**src/hdl/utf8js_pkg.sv**
```systemverilog
`default_nettype none
package utf8js_pkg;

    // A group holds every result byte that one input byte causes.
    localparam int GRP_MAX   = 5;
    localparam int GRP_CNT_W = $clog2(GRP_MAX + 1);
    localparam int GRP_IDX_W = $clog2(GRP_MAX);

    // Decoupling queue between front and back.
    localparam int QDEPTH = 2;
    localparam int QPTR_W = (QDEPTH > 1) ? $clog2(QDEPTH) : 1;
    localparam int QCNT_W = $clog2(QDEPTH + 1);

    localparam logic [7:0] CHAR_REPLACE = 8'h3F;
    localparam logic [7:0] CHAR_BSLASH  = 8'h5C;
    localparam logic [7:0] CHAR_QUOTE   = 8'h22;
    localparam logic [7:0] CHAR_LF      = 8'h0A;
    localparam logic [7:0] CHAR_CR      = 8'h0D;
    localparam logic [7:0] CHAR_TAB     = 8'h09;
    localparam logic [7:0] CHAR_N       = 8'h6E;
    localparam logic [7:0] CHAR_R       = 8'h72;
    localparam logic [7:0] CHAR_T       = 8'h74;
    localparam logic [7:0] CHAR_SPACE   = 8'h20;
    localparam logic [7:0] CHAR_DEL     = 8'h7F;

    localparam logic [7:0] LEAD2_LO = 8'hC2;
    localparam logic [7:0] LEAD2_HI = 8'hDF;
    localparam logic [7:0] LEAD3_LO = 8'hE0;
    localparam logic [7:0] LEAD3_HI = 8'hEF;
    localparam logic [7:0] LEAD4_LO = 8'hF0;
    localparam logic [7:0] LEAD4_HI = 8'hF4;
    localparam logic [7:0] CONT_LO  = 8'h80;
    localparam logic [7:0] CONT_HI  = 8'hBF;

    typedef struct packed {
        logic [GRP_MAX-1:0][7:0] data;
        logic [GRP_CNT_W-1:0]    cnt;
        logic                    text_end;
    } utf8js_group_t;

endpackage
`default_nettype wire

```
**src/hdl/utf8js_front.sv**
```systemverilog
`default_nettype none
module utf8js_front (
    input  wire logic                    clk,
    input  wire logic                    rst_n,
    input  wire logic                    accept,
    input  wire logic [7:0]              in_byte,
    input  wire logic                    text_end,
    input  wire logic                    cfg_write,
    input  wire logic                    cfg_mode,
    output logic                         push,
    output utf8js_pkg::utf8js_group_t    grp
);
    import utf8js_pkg::*;

    logic       mode_reg;
    logic [7:0] lead_reg, lead_next;
    logic [1:0] need_reg, need_next;
    logic [1:0] count_reg, count_next;
    logic [7:0] follow_reg [2];

    logic [7:0] f0, f1;
    logic [1:0] fn;
    logic       f_start;
    logic [1:0] f_need;
    logic       is_cont, pending, complete, hold, broken;
    logic [2:0] p;

    // Classify the byte as if nothing were held.
    always_comb
    begin
        f0      = in_byte;
        f1      = in_byte;
        fn      = 2'd1;
        f_start = 1'b0;
        f_need  = 2'd0;
        if (in_byte >= LEAD2_LO && in_byte <= LEAD2_HI)
            f_need = 2'd1;
        else if (in_byte >= LEAD3_LO && in_byte <= LEAD3_HI)
            f_need = 2'd2;
        else if (in_byte >= LEAD4_LO && in_byte <= LEAD4_HI)
            f_need = 2'd3;
        if (in_byte[7])
        begin
            if (f_need == 2'd0 || text_end)
                f0 = CHAR_REPLACE;
            else
            begin
                f_start = 1'b1;
                fn      = 2'd0;
            end
        end
        else if (mode_reg && (in_byte == CHAR_QUOTE || in_byte == CHAR_BSLASH))
        begin
            f0 = CHAR_BSLASH;
            fn = 2'd2;
        end
        else if (mode_reg && in_byte == CHAR_LF)
        begin
            f0 = CHAR_BSLASH;
            f1 = CHAR_N;
            fn = 2'd2;
        end
        else if (mode_reg && in_byte == CHAR_CR)
        begin
            f0 = CHAR_BSLASH;
            f1 = CHAR_R;
            fn = 2'd2;
        end
        else if (mode_reg && in_byte == CHAR_TAB)
        begin
            f0 = CHAR_BSLASH;
            f1 = CHAR_T;
            fn = 2'd2;
        end
        else if (in_byte < CHAR_SPACE || in_byte == CHAR_DEL)
            f0 = CHAR_REPLACE;
    end

    always_comb
    begin
        is_cont  = (in_byte >= CONT_LO) && (in_byte <= CONT_HI);
        pending  = (need_reg != 2'd0);
        complete = pending && is_cont && (({1'b0, count_reg} + 3'd1) >= {1'b0, need_reg});
        hold     = pending && is_cont && !complete && !text_end;
        broken   = pending && !complete && !hold;
        p        = broken ? ({1'b0, count_reg} + 3'd1) : 3'd0;
    end

    // Assemble the result word group.
    always_comb
    begin
        grp.data     = '0;
        grp.text_end = text_end;
        if (complete)
        begin
            grp.cnt     = GRP_CNT_W'({1'b0, count_reg} + 3'd2);
            grp.data[0] = lead_reg;
            case (count_reg)
                2'd0:
                begin
                    grp.data[1] = in_byte;
                end
                2'd1:
                begin
                    grp.data[1] = follow_reg[0];
                    grp.data[2] = in_byte;
                end
                default:
                begin
                    grp.data[1] = follow_reg[0];
                    grp.data[2] = follow_reg[1];
                    grp.data[3] = in_byte;
                end
            endcase
        end
        else if (hold)
            grp.cnt = '0;
        else
        begin
            grp.cnt = GRP_CNT_W'(p + {1'b0, fn});
            for (int i = 0; i < GRP_MAX; i++)
            begin
                if (3'(i) < p)
                    grp.data[i] = CHAR_REPLACE;
                else if (3'(i) == p)
                    grp.data[i] = f0;
                else
                    grp.data[i] = f1;
            end
        end
        push = accept && (grp.cnt != '0);
    end

    always_comb
    begin
        lead_next  = lead_reg;
        need_next  = need_reg;
        count_next = count_reg;
        if (complete)
        begin
            lead_next  = '0;
            need_next  = '0;
            count_next = '0;
        end
        else if (hold)
            count_next = count_reg + 2'd1;
        else if (f_start)
        begin
            lead_next  = in_byte;
            need_next  = f_need;
            count_next = '0;
        end
        else
        begin
            lead_next  = '0;
            need_next  = '0;
            count_next = '0;
        end
    end

    always_ff @(posedge clk or negedge rst_n)
    begin
        if (!rst_n)
        begin
            mode_reg  <= 1'b1;
            lead_reg  <= '0;
            need_reg  <= '0;
            count_reg <= '0;
        end
        else
        begin
            if (cfg_write)
                mode_reg <= cfg_mode;
            if (accept)
            begin
                lead_reg  <= lead_next;
                need_reg  <= need_next;
                count_reg <= count_next;
            end
        end
    end

    always_ff @(posedge clk)
    begin
        if (accept && hold)
            follow_reg[count_reg[0]] <= in_byte;
    end

    a_count_below_need: assert property (@(posedge clk) disable iff (!rst_n)
        need_reg != 2'd0 |-> count_reg < need_reg)
        else $error("held follower count reached the needed count");

endmodule
`default_nettype wire

```
**src/hdl/utf8js_queue.sv**
```systemverilog
`default_nettype none
module utf8js_queue (
    input  wire logic                    clk,
    input  wire logic                    rst_n,
    input  wire logic                    push,
    input  wire utf8js_pkg::utf8js_group_t push_grp,
    input  wire logic                    pop,
    output logic                         full,
    output logic                         not_empty,
    output utf8js_pkg::utf8js_group_t    head
);
    import utf8js_pkg::*;

    utf8js_group_t       mem [QDEPTH];
    logic [QPTR_W-1:0]   wr_ptr_reg, rd_ptr_reg;
    logic [QCNT_W-1:0]   count_reg, count_next;

    assign full      = (count_reg == QCNT_W'(QDEPTH));
    assign not_empty = (count_reg != '0);
    assign head      = mem[rd_ptr_reg];

    always_comb
    begin
        count_next = count_reg;
        if (push && !pop)
            count_next = count_reg + 1'b1;
        else if (pop && !push)
            count_next = count_reg - 1'b1;
    end

    always_ff @(posedge clk or negedge rst_n)
    begin
        if (!rst_n)
        begin
            wr_ptr_reg <= '0;
            rd_ptr_reg <= '0;
            count_reg  <= '0;
        end
        else
        begin
            if (push)
                wr_ptr_reg <= (wr_ptr_reg == QPTR_W'(QDEPTH - 1)) ? '0 : wr_ptr_reg + 1'b1;
            if (pop)
                rd_ptr_reg <= (rd_ptr_reg == QPTR_W'(QDEPTH - 1)) ? '0 : rd_ptr_reg + 1'b1;
            count_reg <= count_next;
        end
    end

    always_ff @(posedge clk)
    begin
        if (push)
            mem[wr_ptr_reg] <= push_grp;
    end

    a_no_overflow: assert property (@(posedge clk) disable iff (!rst_n)
        full |-> !push)
        else $error("word group pushed into a full queue");

    a_no_underflow: assert property (@(posedge clk) disable iff (!rst_n)
        pop |-> not_empty)
        else $error("pop from an empty queue");

    a_count_tracks: assert property (@(posedge clk) disable iff (!rst_n)
        push && !pop |=> count_reg == $past(count_reg) + 1'b1)
        else $error("queue fill count lost a push");

endmodule
`default_nettype wire

```
**src/hdl/utf8js_back.sv**
```systemverilog
`default_nettype none
module utf8js_back (
    input  wire logic                    clk,
    input  wire logic                    rst_n,
    input  wire logic                    q_valid,
    input  wire utf8js_pkg::utf8js_group_t head,
    output logic                         pop,
    input  wire logic                    out_stall,
    output logic                         out_valid,
    output logic [7:0]                   out_byte,
    output logic                         run_last,
    output logic                         text_done
);
    import utf8js_pkg::*;

    logic [GRP_IDX_W-1:0] idx_reg;
    logic                 out_valid_reg;
    logic [7:0]           out_byte_reg;
    logic                 run_last_reg;
    logic                 text_done_reg;
    logic                 load;
    logic                 is_last;

    assign load    = q_valid && (!out_valid_reg || !out_stall);
    assign is_last = (GRP_CNT_W'(idx_reg) + 1'b1) == head.cnt;
    assign pop     = load && is_last;

    assign out_valid = out_valid_reg;
    assign out_byte  = out_byte_reg;
    assign run_last  = run_last_reg;
    assign text_done = text_done_reg;

    always_ff @(posedge clk or negedge rst_n)
    begin
        if (!rst_n)
        begin
            out_valid_reg <= 1'b0;
            idx_reg       <= '0;
        end
        else
        begin
            if (load)
            begin
                out_valid_reg <= 1'b1;
                idx_reg       <= is_last ? '0 : idx_reg + 1'b1;
            end
            else if (!out_stall)
                out_valid_reg <= 1'b0;
        end
    end

    // Payload loads with the word, holds while stalled.
    always_ff @(posedge clk)
    begin
        if (load)
        begin
            out_byte_reg  <= head.data[idx_reg];
            run_last_reg  <= is_last;
            text_done_reg <= is_last && head.text_end;
        end
    end

    a_done_is_last: assert property (@(posedge clk) disable iff (!rst_n)
        out_valid_reg && text_done_reg |-> run_last_reg)
        else $error("text end flagged on a word that is not the last of its group");

    a_idx_in_group: assert property (@(posedge clk) disable iff (!rst_n)
        q_valid |-> GRP_CNT_W'(idx_reg) < head.cnt)
        else $error("group index ran past the group length");

endmodule
`default_nettype wire

```
**src/hdl/utf8_json_escape_sanitizer_core.sv**
```systemverilog
// Channel   Ports                                         Handshake
// ------------------------------------------------------------------------------
// input     in_byte[7:0], text_end                        in_valid / in_stall
// output    out_byte[7:0], run_last, text_done            out_valid / out_stall
// config    escape_mode                                   cfg_valid / cfg_ready
//
// One input byte is taken per cycle while the two-group queue has room; its 0 to 5
// result words enter the queue as one group in the same cycle.
// While out_stall is low, the back end emits one word per cycle from the queue head through
// the output register, so the sustained rate is set by the number of result words per byte.
// Reset clears the held sequence, the queue and out_valid; escape_mode resets to 1.
// out_stall halts only the back end; in_stall rises when the queue holds two groups.
`default_nettype none
module utf8_json_escape_sanitizer_core (
    input  wire logic       clk,
    input  wire logic       rst_n,
    input  wire logic       in_valid,
    output logic            in_stall,
    input  wire logic [7:0] in_byte,
    input  wire logic       text_end,
    output logic            out_valid,
    input  wire logic       out_stall,
    output logic [7:0]      out_byte,
    output logic            run_last,
    output logic            text_done,
    input  wire logic       cfg_valid,
    output logic            cfg_ready,
    input  wire logic       escape_mode
);
    import utf8js_pkg::*;

    logic          accept;
    logic          push;
    logic          pop;
    logic          q_full;
    logic          q_valid;
    utf8js_group_t push_grp;
    utf8js_group_t head;

    assign in_stall  = q_full;
    assign accept    = in_valid && !q_full;
    assign cfg_ready = 1'b1;

    utf8js_front u_front (
        .clk       (clk),
        .rst_n     (rst_n),
        .accept    (accept),
        .in_byte   (in_byte),
        .text_end  (text_end),
        .cfg_write (cfg_valid),
        .cfg_mode  (escape_mode),
        .push      (push),
        .grp       (push_grp)
    );

    utf8js_queue u_queue (
        .clk       (clk),
        .rst_n     (rst_n),
        .push      (push),
        .push_grp  (push_grp),
        .pop       (pop),
        .full      (q_full),
        .not_empty (q_valid),
        .head      (head)
    );

    utf8js_back u_back (
        .clk       (clk),
        .rst_n     (rst_n),
        .q_valid   (q_valid),
        .head      (head),
        .pop       (pop),
        .out_stall (out_stall),
        .out_valid (out_valid),
        .out_byte  (out_byte),
        .run_last  (run_last),
        .text_done (text_done)
    );

endmodule
`default_nettype wire

```
**config.mk**
```make
export PLATFORM = sky130hd
export DESIGN_NAME = utf8_json_escape_sanitizer_core
export DESIGN_NICKNAME = d
export VERILOG_FILES = /design/src/hdl/utf8js_pkg.sv /design/src/hdl/utf8js_front.sv /design/src/hdl/utf8js_queue.sv /design/src/hdl/utf8js_back.sv /design/src/hdl/utf8_json_escape_sanitizer_core.sv
export SDC_FILE = /design/constraint.sdc
export NUM_CORES = 1
export LEC_CHECK = 0
export CAP_MARGIN = 30
export CORE_ASPECT_RATIO = 0.5
export CORE_UTILIZATION = 50
export DETAILED_ROUTE_END_ITERATION = 12
export DONT_BUFFER_PORTS = 1
export GPL_TIMING_DRIVEN = 0
export SLEW_MARGIN = 20
export SYNTH_ARGS = -nofsm -noshare
export SYNTH_HDL_FRONTEND = slang
export SYNTH_SLANG_ARGS = --single-unit
```
**constraint.sdc**
```tcl
create_clock -name clk -period 6.5 [get_ports clk]
set_input_delay 1.625 -clock clk [delete_from_list [all_inputs] [get_ports clk]]
set_output_delay 1.625 -clock clk [all_outputs]
set_load 0.01 [all_outputs]
```
==> flow_summary.json, run 1 <==
{
  "outcome": "completed",
  "crit_buf_inv": 5,
  "arrival_ns": 5.63,
  "antenna_found_initial": 0,
  "gp_congestion": 0.996,
  "path_clk_slew_ns": 0.06,
  "muxShareOfSynthArea": 0.105,
  "critical-path-top-delay-family": "buffers and inverters",
  "slew-limit-headroom": 0.360,
  "worstPathRequired_ns": 6.61,
  "die_h_microns": 83.0,
  "synth_edf_count": 114,
  "cp-start-kind": "flip-flop",
  "drv_cap": 0,
  "fp.dieW_microns": 164,
  "powerDensity_nw_per_um2": 400,
  "clock_path_buffers": 2,
  "synth_most_common_cell": "edfxtp_1",
  "yosys.cell_types.count": 69,
  "yosys.area_share.simple": 0.0871,
  "largest_reg_flops": 88,
  "leakagePower_uw": 0.00261,
  "yosys-top-cells-count": "edfxtp_1, nand2_1, nor2_1, o21ai_0, mux2i_1",
  "synthCells": 497,
  "first_pass_iters": 5,
  "hold_viol": 0,
  "drc_errors": 0,
  "fp-row-count": 29,
  "grt_start_max_net_pins": 25,
  "critPathMaxStageDelay_ns": 0.61,
  "cts_root_buffer": "clkbuf_16",
  "synth_top_family_by_area": "compound AO/OA/AOI/OAI gates",
  "crit-reg2reg-capture": "u_queue.mem[0][20]",
  "async_flop_share": 0.156,
  "synth_adder_area_share": 0.0194,
  "multi_input_area_sq_um": 2460,
  "synth_top_area_frac": 0.521,
  "ys_seq_area_frac": 0.601,
  "drive_above_1_share": 0.148,
  "slew_viol_final": 0,
  "cts_tree": "yes",
  "hpwl_mm": 11.8,
  "grt_pass1_wl_mm": 25.6,
  "cts.repair.resized": 0,
  "coreArea_sq_um": 12700,
  "period_minus_slack_ns": 5.52,
  "cts_setup_buffers": 0,
  "cp-end-kind": "flip-flop",
  "synth_area_leaders": "edfxtp_1, dfrtp_1, mux4_2",
  "ant_nets": 0,
  "ir_drop_mv": 0.212,
  "postLayoutCoreUtil": 0.585,
  "synth.cell_area_sq_um": 6570,
  "synth-seq-cells": 135,
  "finalSetupViolCount": 0,
  "holdBufCountCts": 0,
  "slowest_stage": "nor2_4",
  "synth_compound_area_frac": 0.147,
  "hp-start": "u_front.lead_reg[6]",
  "finalCritPeriodShare": 0.850,
  "register_area_sq_um": 3950,
  "hold_class": "reg2reg",
  "grtUsageTotal": 0.263,
  "synth_flop_cell": "edfxtp_1",
  "avgRoutedWirePerCell_microns": 23.6,
  "die_area_sq_um": 13600,
  "tightest_slew_ns": 0.953,
  "r2r_slack_ns": 0.98,
  "hold_depth": 1,
  "min_to": "u_front.lead_reg[6]",
  "grt_pass1_vias": 4227,
  "n_fill_cell": 1048,
  "fin_worst_skew_ns": 0.0120,
  "numClockSinks": 135,
  "htreeDepth": 4,
  "final_net_count": 543,
  "drt-total-wl_mm": 16.6,
  "drt_iter0_markers": 610,
  "numCtsBuffers": 17,
  "crit_type": "reg2reg",
  "synth_warnings": 0,
  "syn-num-nets": 521,
  "start_util": 0.516,
  "yosys.area.top_type": "edfxtp_1",
  "area_growth_pct": 13.4,
  "vias": 4424,
  "r2r-start": "u_front.count_reg[0]",
  "num_antenna_cells": 0,
  "io_buffers": 0,
  "rsz0062_at_grt": "false",
  "avgSynthCellArea_sq_um": 13.2,
  "reg2reg_depth": 14,
  "routed_via_density": 6.30,
  "overflow": 0,
  "worstSetupStartpoint": "u_front.count_reg[0]",
  "synth_xor_area_frac": 0.0133,
  "power_uw": 2980,
  "path_max_fanout": 24,
  "cp_cell_sequence": "clkbuf_1, inv_1, fa_1, o31a_1, a21oi_1, clkbuf_1, nor3_1, ha_1, inv_1, fa_1, o22ai_1, o311ai_2, nor2_4, buf_12",
  "max_freq_mhz": 181,
  "io_pins": 28,
  "clock_latency_ns": 0.41
}
[routing by layer]
metal	global-route usage	share of wire	wire length (microns)	up-vias
met5	0	0	0	-
met4	0.0715	0.015	252	0
met1	0.408	0.48	8040	2171
met3	0.0809	0.099	1630	27
met2	0.352	0.40	6660	222
li1	-	-	-	2004
[per-stage QoR]
step           hold slack [ns]  cell area [sq um]  setup slack (ns)  instances  TNS, ns
2_1_floorplan            0.450               6570             0.291        497        0
3_3_place_gp             0.465               6780             -1.30        667  -113.43
3_5_place_dp             0.468               6850             0.872        670        0
4_1_cts                  0.483               7450             0.980        702        0
5_1_grt                  0.503               7450             0.504        702        0
6_report                 0.484               7450             0.976        702        0
[placed cells by master (no fill, tap or decap), types with 8 or more instances in the layout]
cell type / instances
nor2_1: 26
edfxtp_1: 114
inv_1: 10
a21oi_1: 22
buf_2: 8
dfrtp_1: 20
nand3_1: 10
mux2i_1: 27
mux4_2: 16
clkbuf_16: 20
o22ai_1: 12
nor3_1: 8
clkbuf_1: 22
nand2b_1: 8
a22o_1: 10
nand2_1: 29
o21ai_0: 28
a22oi_1: 14
[how the worst max path moves through the flow]
| stage | cells past startpoint | endpoint | slack [ns] |
|---|---|---|---|
| after detailed placement | 12 | u_queue.mem[0][4] | 0.87 |
| final | 14 | u_queue.mem[0][20] | 0.98 |
| after global routing | 14 | u_queue.mem[0][12] | 0.50 |
| after floorplan | 11 | u_queue.mem[0][0] | 0.29 |
| after global placement | 11 | u_queue.mem[0][12] | -1.30 |
| after CTS | 14 | u_queue.mem[0][20] | 0.98 |
[worst reg2reg max path, cell delays in order (launching register included)]
cell and delay (ns):
dfrtp_1 0.45, clkbuf_1 0.43, inv_1 0.29, fa_1 0.57, o31a_1 0.34, a21oi_1 0.42, clkbuf_1 0.40, nor3_1 0.14
ha_1 0.21, inv_1 0.07, fa_1 0.41, o22ai_1 0.31, o311ai_2 0.30, nor2_4 0.61, buf_12 0.27
[kinds of logic (layout without fill, tap and decap cells)]
kind of cell    after synthesis  count (layout)
compound gates              139             139
flops                       135             135
simple gates                112             112
mux                          48              48
buf+inv                      43              78
xor+xnor                     10              10
fa+ha+maj                     9               9
other cells                   1               1
[layout make-up]
class	count	share of cell area
buffer	32	0.0178
clock buffer	21	0.0677
clock inverter	11	0.0129
inverter	11	0.00555
multi-input combinational	319	0.331
sequential	135	0.530
tap	170	0.0286
timing repair buffer	3	0.00605
[power by group]
part           switching [uW]  internal, uW  total [uW]
Combinational             444           308         752
Clock                     389           570         959
Sequential               81.5          1190        1270
Power figures use the tool's default switching activity.
==> run 2, diff against run 1 <==
--- a/config.mk
+++ b/config.mk
@@ -5,6 +5,7 @@
 export SDC_FILE = /design/constraint.sdc
 export NUM_CORES = 1
 export LEC_CHECK = 0
+export ABC_AREA = 1
 export CAP_MARGIN = 30
 export CORE_ASPECT_RATIO = 0.5
 export CORE_UTILIZATION = 50
==> constraint.sdc (replaced) <==
create_clock -name clk -period 5.8 [get_ports clk]
set_input_delay 1.45 -clock clk [delete_from_list [all_inputs] [get_ports clk]]
set_output_delay 1.45 -clock clk [all_outputs]
set_load 0.01 [all_outputs]
==> run 2 against run 1 <==
Against the previous run: combinational power up 26%; die area up 5.6%; fmax up 23%; synthesized area up 5.7%; wire length up 9.1%; critical path depth up 3; total power up 13%; critical path type unchanged; critical endpoint is now u_queue.mem[1][19]; highest routed layer unchanged.
==> flow_summary.json, run 2 <==
{
  "outcome": "completed",
  "critPathMaxStageDelay_ns": 0.63,
  "leakagePower_uw": 0.00309,
  "critical-path-top-delay-family": "simple AND/OR/NAND/NOR gates",
  "clock_path_buffers": 2,
  "synth_most_common_cell": "nand2_1",
  "postLayoutCoreUtil": 0.575,
  "worstPathRequired_ns": 5.92,
  "slew_viol_final": 0,
  "synth_compound_area_frac": 0.121,
  "cts.repair.resized": 0,
  "fp-row-count": 30,
  "reg2reg_depth": 17,
  "finalNonFillerCells": 930,
  "yosys.area_share.simple": 0.200,
  "synth_warnings": 0,
  "die_area_sq_um": 14400,
  "grt_pass1_wl_mm": 27.9,
  "io_buffers": 0,
  "period_minus_slack_ns": 4.51,
  "synth_flop_cell": "edfxtp_1",
  "crit_top_cell": "nand2_1",
  "io_pins": 28,
  "synth.cell_area_sq_um": 6940,
  "powerDensity_nw_per_um2": 432,
  "cts_tree": "yes",
  "overflow": 0,
  "synth_area_leaders": "edfxtp_1, nand2_1, dfrtp_1",
  "hold_class": "reg2reg",
  "arrival_ns": 4.62,
  "final_cell_mix": "nand2_1, edfxtp_1, nor2_1",
  "holdBufCountCts": 0,
  "largest_reg_flops": 88,
  "place_ws_ns": 0.952,
  "finalCritPeriodShare": 0.777,
  "ir_drop_mv": 0.194,
  "synthCells": 703,
  "max_freq_mhz": 222,
  "combPwrFrac": 0.281,
  "cp-end-kind": "flip-flop",
  "yosys.cell_types.count": 51,
  "async_flop_share": 0.156,
  "rsz0062_at_grt": "false",
  "fin_area_sq_um": 7800,
  "final_common_cell": "nand2_1",
  "slowest_stage": "dfrtp_1",
  "cp-start-kind": "flip-flop",
  "dpl-instance-area_sq_um": 7240,
  "netSwitchingFraction": 0.351,
  "drc_errors": 0,
  "cts_setup_buffers": 0,
  "synth_top_area_frac": 0.493,
  "avgRoutedWirePerCell_microns": 19.4,
  "numClockSinks": 135,
  "synth_top_family_by_area": "simple AND/OR/NAND/NOR gates",
  "cp_num_cells": 17,
  "hpwl_mm": 13.2,
  "p_switching_uw": 1180,
  "gp_congestion": 0.955,
  "avgSynthCellArea_sq_um": 9.88,
  "layout_setup_ws_ns": 1.29,
  "path_max_fanout": 25,
  "slew-limit-headroom": 0.488,
  "drt-total-wl_mm": 18.1,
  "routed_via_density": 5.53,
  "synth_xor_area_frac": 0.00883,
  "grtUsageTotal": 0.267,
  "first_pass_iters": 5,
  "antenna_found_initial": 0,
  "r2r_slack_ns": 1.29,
  "synth_edf_count": 114,
  "drt_iter0_markers": 478,
  "cp_cell_sequence": "inv_1, fa_1, nor2_1, nand2_1, nand2_1, nand2_4, nand3_4, nor2_8, ha_1, inv_1, fa_1, o21ai_2, nor2_1, nand3_1, nand2_1, nor2_4, buf_12",
  "crit_buf_inv": 3,
  "hold_viol": 0,
  "numCtsBuffers": 17,
  "synth-seq-cells": 135,
  "area_growth_pct": 12.3,
  "hold_depth": 2,
  "r2r-start": "u_front.count_reg[0]",
  "num_antenna_cells": 0,
  "ant_nets": 0,
  "fin_worst_skew_ns": 0.0116,
  "coreArea_sq_um": 13600,
  "pwr-share-seq": 0.418,
  "final_net_count": 749,
  "path_clk_slew_ns": 0.07,
  "vias": 5145,
  "htreeDepth": 4,
  "grt_start_max_net_pins": 26,
  "whs_ns": 0.474,
  "grt_pass1_vias": 4747,
  "start_util": 0.512,
  "p_clk_frac": 0.301,
  "internal_power_uw": 2190,
  "clock_latency_ns": 0.42,
  "n_fill_cell": 1172,
  "crit_type": "reg2reg",
  "worstSetupStartpoint": "u_front.count_reg[0]",
  "drive_above_1_share": 0.142,
  "placed_cells": 898,
  "syn-num-nets": 727,
  "ys_seq_area_frac": 0.569,
  "yosys-top-cells-count": "nand2_1, edfxtp_1, nor2_1",
  "drv_cap": 0,
  "tightest_slew_ns": 0.765,
  "synth_adder_area_share": 0.0184,
  "yosys.area.top_type": "edfxtp_1",
  "muxShareOfSynthArea": 0.0229,
  "hp-start": "u_queue.wr_ptr_reg",
  "multi_input_area_sq_um": 2590,
  "register_area_sq_um": 3950,
  "fp.dieW_microns": 169,
  "die_h_microns": 85.3,
  "finalSetupViolCount": 0,
  "cts_root_buffer": "clkbuf_16"
}
## run 2: cell count changes in the layout (fill, tap and decap cells not counted), sizes merged, moves of 11 or more
cell    before  now
nand2       29  148
inv         20   77
o21ai       31   76
nor2        28   96
o211ai       2   13
mux4        16    0
a22oi       14    0
mux2i       27    8
nand3       10   36
## run 2: final timing paths
kind | to
max | u_queue.mem[1][19]
min in group asynchronous | u_queue.count_reg[0]
max reg2reg | u_queue.mem[1][19]
max in group asynchronous | u_front.mode_reg
min | u_queue.wr_ptr_reg
min reg2reg | u_queue.wr_ptr_reg
## run 2: cell type report
cell class | count | area share
Multi-Input combinational cell | 469 | 0.332
Buffer | 28 | 0.0181
Tap cell | 192 | 0.0308
Clock buffer | 17 | 0.0546
Clock inverter | 15 | 0.0173
Timing Repair Buffer | 3 | 0.00578
Inverter | 71 | 0.0350
Sequential cell | 135 | 0.507
## run 2: power groups by stage
stage | Clock, uW | Sequential, uW | Combinational, uW
floorplan | 0 | 1420 | 650
global placement | 0 | 1440 | 906
detailed placement | 0 | 1430 | 945
CTS | 1030 | 1410 | 951
global route | 1060 | 1430 | 1060
finish | 1010 | 1410 | 948
## run 2: kinds of logic after synthesis
group,after synthesis
compound gates,144
xor+xnor,7
fa+ha+maj,9
buf+inv,99
flops,135
mux,15
other cells,1
simple gates,293
## run 2: worst reg2reg max path: cells and delay by family (launching register included)
kind / cells / cell delay [ns]
and+or+nand+nor: 10 / 1.46
adders and majority gates: 3 / 1.22
DFF: 1 / 0.63
buffers and inverters: 3 / 0.62
AOI/OAI and AO/OA: 1 / 0.25
## run 2: per-layer routing
| layer | up-vias | GRT usage | routed length, microns |
|---|---|---|---|
| met5 | - | 0 | 0 |
| met4 | 0 | 0.0653 | 160 |
| met3 | 15 | 0.0410 | 1490 |
| met2 | 199 | 0.376 | 7300 |
| met1 | 2458 | 0.427 | 9140 |
| li1 | 2473 | - | - |
## run 2: per-stage QoR
step | setup TNS (ns) | total power [uW]
4_1_cts | 0 | 3390
3_3_place_gp | -56.33 | 2350
2_1_floorplan | 0 | 2070
3_5_place_dp | 0 | 2370
5_1_grt | 0 | 3550
6_report | 0 | 3370
